===== src/sv/accumulator_stack_vm_execute_defines.svh =====
// Assertion macros for the accumulator stack machine execute block.
// Used by the top level only; empty bodies when SYNTHESIS is defined.
`ifndef ACCUMULATOR_STACK_VM_EXECUTE_DEFINES_SVH
`define ACCUMULATOR_STACK_VM_EXECUTE_DEFINES_SVH
`ifndef SYNTHESIS
`define ASVM_ASSERT_IMP(lbl, ant, cons, msg) \
	lbl: assert property (@(posedge clk) disable iff (!arst_n) (ant) |-> (cons)) \
		else $error(msg);
`define ASVM_ASSERT_NXT(lbl, ant, cons, msg) \
	lbl: assert property (@(posedge clk) disable iff (!arst_n) (ant) |=> (cons)) \
		else $error(msg);
`else
`define ASVM_ASSERT_IMP(lbl, ant, cons, msg)
`define ASVM_ASSERT_NXT(lbl, ant, cons, msg)
`endif
`endif


===== src/sv/asvm_pkg.sv =====
// Shared types and constants for the accumulator stack machine execute block.
// No dependencies; used by asvm_alu and accumulator_stack_vm_execute.
package asvm_pkg;

	localparam int STACK_DEPTH = 16;
	localparam int LOCAL_COUNT = 256;
	localparam int STACK_AW    = (STACK_DEPTH > 1) ? $clog2(STACK_DEPTH) : 1;
	localparam int LVL_W       = $clog2(STACK_DEPTH + 1);
	localparam int LOCAL_AW    = (LOCAL_COUNT > 1) ? $clog2(LOCAL_COUNT) : 1;

	localparam logic [LVL_W-1:0] LVL_FULL   = LVL_W'(STACK_DEPTH);
	localparam logic [31:0]      LOCAL_LIMIT = 32'(LOCAL_COUNT);

	typedef enum logic [4:0] {
		OP_BEGIN    = 5'd0,
		OP_LDIMM    = 5'd1,
		OP_LDLOC    = 5'd2,
		OP_STLOC    = 5'd3,
		OP_SETSTATE = 5'd4,
		OP_PUSHIMM  = 5'd5,
		OP_BZ       = 5'd6,
		OP_BNZ      = 5'd7,
		OP_PUSHA    = 5'd8,
		OP_POP      = 5'd9,
		OP_OR       = 5'd10,
		OP_XOR      = 5'd11,
		OP_AND      = 5'd12,
		OP_EQ       = 5'd13,
		OP_NE       = 5'd14,
		OP_LTU      = 5'd15,
		OP_LTS      = 5'd16,
		OP_GTU      = 5'd17,
		OP_GTS      = 5'd18,
		OP_LEU      = 5'd19,
		OP_LES      = 5'd20,
		OP_GEU      = 5'd21,
		OP_GES      = 5'd22,
		OP_SHL      = 5'd23,
		OP_SHRU     = 5'd24,
		OP_SHRS     = 5'd25,
		OP_ADD      = 5'd26,
		OP_SUB      = 5'd27,
		OP_MUL      = 5'd28,
		OP_RET      = 5'd29,
		OP_HALT     = 5'd30,
		OP_BAD      = 5'd31
	} op_t;

	typedef enum logic [2:0] {
		ST_EXEC  = 3'd0,
		ST_READY = 3'd1,
		ST_HALT  = 3'd2,
		ST_BADOP = 3'd3,
		ST_FAULT = 3'd4
	} status_t;

	function automatic logic is_alu(input op_t o);
		return (o >= OP_OR) && (o <= OP_MUL);
	endfunction

endpackage


===== src/sv/asvm_alu.sv =====
// ALU of the execute block: computes "top op accumulator" for the ALU opcodes.
// Depends on asvm_pkg for the opcode type.
module asvm_alu (
	input  asvm_pkg::op_t op,
	input  logic [31:0]   t,
	input  logic [31:0]   a,
	output logic [31:0]   result
);

	logic        big_shift;
	logic [4:0]  sh;
	logic [63:0] prod;

	assign big_shift = |a[31:5];
	assign sh        = a[4:0];
	assign prod      = {32'd0, t} * {32'd0, a};

	always_comb begin
		case (op)
			asvm_pkg::OP_OR:   result = t | a;
			asvm_pkg::OP_XOR:  result = t ^ a;
			asvm_pkg::OP_AND:  result = t & a;
			asvm_pkg::OP_EQ:   result = {31'd0, t == a};
			asvm_pkg::OP_NE:   result = {31'd0, t != a};
			asvm_pkg::OP_LTU:  result = {31'd0, t < a};
			asvm_pkg::OP_LTS:  result = {31'd0, $signed(t) < $signed(a)};
			asvm_pkg::OP_GTU:  result = {31'd0, t > a};
			asvm_pkg::OP_GTS:  result = {31'd0, $signed(t) > $signed(a)};
			asvm_pkg::OP_LEU:  result = {31'd0, t <= a};
			asvm_pkg::OP_LES:  result = {31'd0, $signed(t) <= $signed(a)};
			asvm_pkg::OP_GEU:  result = {31'd0, t >= a};
			asvm_pkg::OP_GES:  result = {31'd0, $signed(t) >= $signed(a)};
			asvm_pkg::OP_SHL:  result = big_shift ? 32'd0 : (t << sh);
			asvm_pkg::OP_SHRU: result = big_shift ? 32'd0 : (t >> sh);
			asvm_pkg::OP_SHRS: result = big_shift ? {32{t[31]}}
				: 32'($signed(t) >>> sh);
			asvm_pkg::OP_ADD:  result = t + a;
			asvm_pkg::OP_SUB:  result = t - a;
			asvm_pkg::OP_MUL:  result = prod[31:0];
			default:           result = a;
		endcase
	end

endmodule


===== config.mk =====
export PLATFORM = sky130hd
export DESIGN_NAME = asvm_alu
export DESIGN_NICKNAME = d
export VERILOG_FILES = /design/src/sv/accumulator_stack_vm_execute_defines.svh /design/src/sv/asvm_pkg.sv /design/src/sv/asvm_alu.sv
export SDC_FILE = /design/constraint.sdc
export NUM_CORES = 2
export LEC_CHECK = 0
export ABC_AREA = 1
export BUFFER_PORTS_ARGS = -buffer_cell sky130_fd_sc_hd__buf_2
export CORE_UTILIZATION = 60
export DETAILED_ROUTE_END_ITERATION = 10
export PLACE_DENSITY = 0.85
export SLEW_MARGIN = 10
export SYNTH_ARGS = -nofsm -noshare
export SYNTH_HDL_FRONTEND = slang
export SYNTH_SLANG_ARGS = --single-unit
export TNS_END_PERCENT = 100

===== constraint.sdc =====
create_clock -name vclk -period 17.9
set_input_delay 1.79 -clock vclk [all_inputs]
set_output_delay 1.79 -clock vclk [all_outputs]
set_load 0.05 [all_outputs]

---- After elaboration in Yosys (flattened, before gate mapping) ----
Cells that the tools add are included.
word-level totals
  logic and storage cells ................. 43
  bits of input ports ..................... 69
  output and inout port bits .............. 32
  bits in registers ....................... 0
cells by class
  muxes and demuxes ....................... 4
  bitwise logic cells ..................... 3
  $add $sub $neg .......................... 2
  shift operators ......................... 3
  equal/unequal tests ..................... 21
  reduce and logical (&&, ||, !) cells .... 1
  multiply operators ...................... 1
  magnitude comparators ................... 8
operators by type and width
  kind                                                                   count
  32-bit case mux with 19 select lines                                   1
  32-bit two-way mux                                                     3
  5-bit equality test, second input constant                             13
  32-bit >= comparator                                                   2
  32-bit > comparator                                                    2
  32-bit <= comparator                                                   2
  32-bit less-than comparator                                            2
  32-bit adder                                                           1
  32-bit AND                                                             1
  32-bit equality test                                                   1
  32-bit by 32-bit multiplier with 32-bit output                         1
  32-bit != test                                                         1
  32-bit bitwise OR                                                      1
  32-bit by 5-bit << shifter with 32-bit output                          1
  32-bit by 5-bit >> shifter with 32-bit output                          1
  32-bit by 5-bit >>> shifter with 32-bit output                         1
  32-bit subtractor                                                      1
  32-bit XOR                                                             1
  5-bit by 4-bit equality test with 1-bit output, second input constant  6
  27-bit OR reduction                                                    1

---- Logic depth before layout (Yosys ltp) ----
  depth after elaboration ................. 3
  mapped depth ............................ 37
  depth with buffers taken out ............ 34

---- Least setup slack after synthesis ----
OpenSTA, ideal clock, no wires.
  path kind ............................... input-to-output
  from .................................... input port a[3]
  to ...................................... output port result[27]
  data arrival time ....................... 9.011 ns
  path buffers ............................ 5
  setup slack ............................. 7.099 ns
  stages on the path ...................... 31
  cells stage by stage .................... buf_2 buf_1 buf_1 buf_2 buf_2 nand2_1 inv_1 fa_1 inv_1 fa_1 fa_1 fa_1 inv_1 fa_1 inv_1 fa_1 inv_1 fa_1 fa_1 ha_1 a21oi_1 o21ai_0 a21oi_1 nand3_1 a21oi_1 inv_1 or2_2 nand3_1 o21ai_0 nor2_1 nand4_1
on the way
  cells in the longest elaborated chain, start to end .. 3
  elaborated cells on any way between the ends .. 10
  those cells by class .................... add/sub (2); mul (1); shift (3); mux (4)
ends and longest elaborated chain
  item                                                                                    RTL line        source
  start: declaration                                                                      asvm_alu.sv:6   input logic [31:0] a,
  branches (longest 2 deep; another with 32-bit by 32-bit multiplier with 32-bit output)  -
  32-bit case mux with 19 select lines *                                                  asvm_alu.sv:19  case (op)
  end: declaration                                                                        asvm_alu.sv:7   output logic [31:0] result
Every way passes the cells marked *.

---- Worst setup path after layout ----
  from .................................... input port a[2]
  to ...................................... output port result[30]
Same word-level chain as after synthesis.

==> summary.md <==
| Metric | Value |
|---|---|
| Outcome | `finished, final reports clean` |
| Final hold violation count | `0` |
| Iteration-0 DRC Markers | `between 4000 and 5000` |
| Worst hold path type | `input pin to output port` |
| Synth area leaders | `fa_1 31%, nand2_1 16%, inv_1 14%` |
| Die area | `roughly 46000 sq um` |
| Count leader, synth | `nand2_1` |
| # IOs | `roughly 100` |
| Buffers on Ports | `slightly above 100` |
| Mean Syn Cell Area | `6.399 sq um` |
| Arr. time, crit path | `a little under 10000 ps` |
| Gp weighted congestion | `roughly 1.1` |
| Yosys top cell area share | `30.62%` |
| Tcrit/Tclk final | `64.72%` |
| Fmax | `86.32 MHz` |
| Hold buffers post-CTS | `0` |
| Vias post-DR | `between 20000 and 30000` |
| Die Ht | `about 210 um` |
| WL/cell | `approximately 26 um` |
| Slew HR | `14.08%` |
| Routed WL | `between 100000 and 150000 um` |
| RSZ-0062 raised after global routing | `no` |
| Post_cts resized | `0` |
| Largest net degree at the start of global routing | `between 70 and 80` |
| CP max stage cell | `fa_1` |
| CP peak stage delay | `about 800 ps` |
| Crit path kind | `input pin to output port` |
| CP Launch Type | `input pin` |
| Worst hold endpoint | `result[26]` |
| Top cell type by total area after synthesis | `fa_1` |
| Critical path's most frequent cell | `fa_1` |
| Clock buffer cells | `0` |
| Number of global-route vias before repair | `between 20000 and 30000` |
| Crit-path leading delay family | `adder cells` |
| Worst-path fanout max | `between 50 and 60` |
| Syn_nets | `4888` |
| Fillcell total | `roughly 4000` |
| WHS Path Cells | `4` |
| Synth unique cells | `approximately 70` |
| Initial antenna violation count | `3` |
| Synthesized area | `between 20000 and 30000 sq um` |
| Vias/cell | `6.277` |
| Num sequential | `0` |
| Sequential cell area fraction in the yosys report | `0%` |
| Crit end category | `output port` |
| # DRC | `0` |
| Sequential cell area | `0 sq um` |
| DP HPWL | `96090 um` |
| Grt total ovfl | `0` |
| Share of cells above drive strength 1 | `5.871%` |
| Yosys Warn Count | `0` |
| Top cells by count, synth | `1126 x nand2_1, 971 x inv_1, 410 x fa_1, 220 x ha_1, 212 x o21ai_0` |
| GRT Total Usage | `53.38%` |
| Final nets | `approximately 4800` |
| Synth Instances | `4189` |
| # Post-CTS Setup Buffers | `0` |
| Max cap viols | `0` |
| HP Start | `a[26]` |
| Core area | `roughly 44000 sq um` |
| First-pass GRT wire length | `roughly 180000 um` |
| Critical path buffers and inverters | `7` |
| First drt pass iteration count | `7` |
| Row Count | `77` |
| Critical Path RT | `between 15000 and 20000 ps` |
| Pins Over Slew Limit | `0` |
| Initial core utilization | `about 61%` |
| Area Growth Syn to Fin | `1.615%` |
| Setup violators final | `0` |
| DRT antenna net count | `0` |
| Worst Max-Slew Pin Slew | `1275 ps` |
| Die Wd | `roughly 210 um` |
| Final min period | `between 10000 and 15000 ps` |
| Fin Setup TNS | `0 ps` |
[cell families after synthesis]
family / Yosys count / share of synthesized area (%)
AND/OR/NAND/NOR: 1654 / 25.65
AO/OA/AOI/OAI: 663 / 14.38
XOR/XNOR: 21 / 0.6861
multiplexers: 16 / 0.5974
buffers and inverters: 1205 / 17.80
adder cells (fa/ha/maj): 630 / 40.89
[worst max path at each step]
stage | slack (ps) | depth (start not counted) | from | to
2_1_floorplan | 7100 | 31 | a[3] | result[27]
3_3_place_gp | 6840 | 28 | a[2] | result[30]
3_5_place_dp | 6770 | 25 | a[2] | result[27]
4_1_cts | 6770 | 27 | t[10] | result[27]
5_1_grt | 6140 | 27 | a[2] | result[30]
6_report | 6310 | 26 | a[2] | result[30]
[cell type report]
class	count	area, sq um	area share (%)
Multi-Input combinational cell	2984	22040	80.90
Inverter	987	3705	13.60
Antenna cell	2	5.005	0.01837
Timing Repair Buffer	134	753.2	2.765
Tap cell	592	740.7	2.719
[layer usage]
layer / part of all wire, % / wire length [um] / vias up / global-route usage (%)
li1: - / - / 12600 / -
met1: 35 / 42280 / 13660 / 67.30
met2: 40 / 47780 / 2546 / 73.58
met3: 17 / 20770 / 682 / 22.70
met4: 8.3 / 10040 / 6 / 35.96
met5: 0.063 / 76 / - / 1.940
[per-stage QoR]
stage	setup slack (ps)	utilization (%)	instance area, sq um	hold WS (ps)	std cells
6_report	6315	61.73	27240	4230	4699
5_1_grt	6137	61.72	27230	4262	4697
4_1_cts	6771	61.72	27230	4218	4697
3_5_place_dp	6768	61.72	27230	4214	4697
3_3_place_gp	6843	61.72	27230	4188	4697
2_1_floorplan	7099	-	26810	3959	4189
[cells in the final DEF, fill, tap and decap left out, types with 33 or more instances in the layout]
cell	synthesis	final
a21oi_1	201	201
buf_2	88	101
buf_4	10	33
fa_1	410	410
ha_1	220	220
inv_1	971	970
nand2_1	1126	1126
nand3_1	173	173
nand4_1	53	53
nor2_1	200	200
nor3_1	33	33
o21ai_0	212	212
o21ai_1	70	70
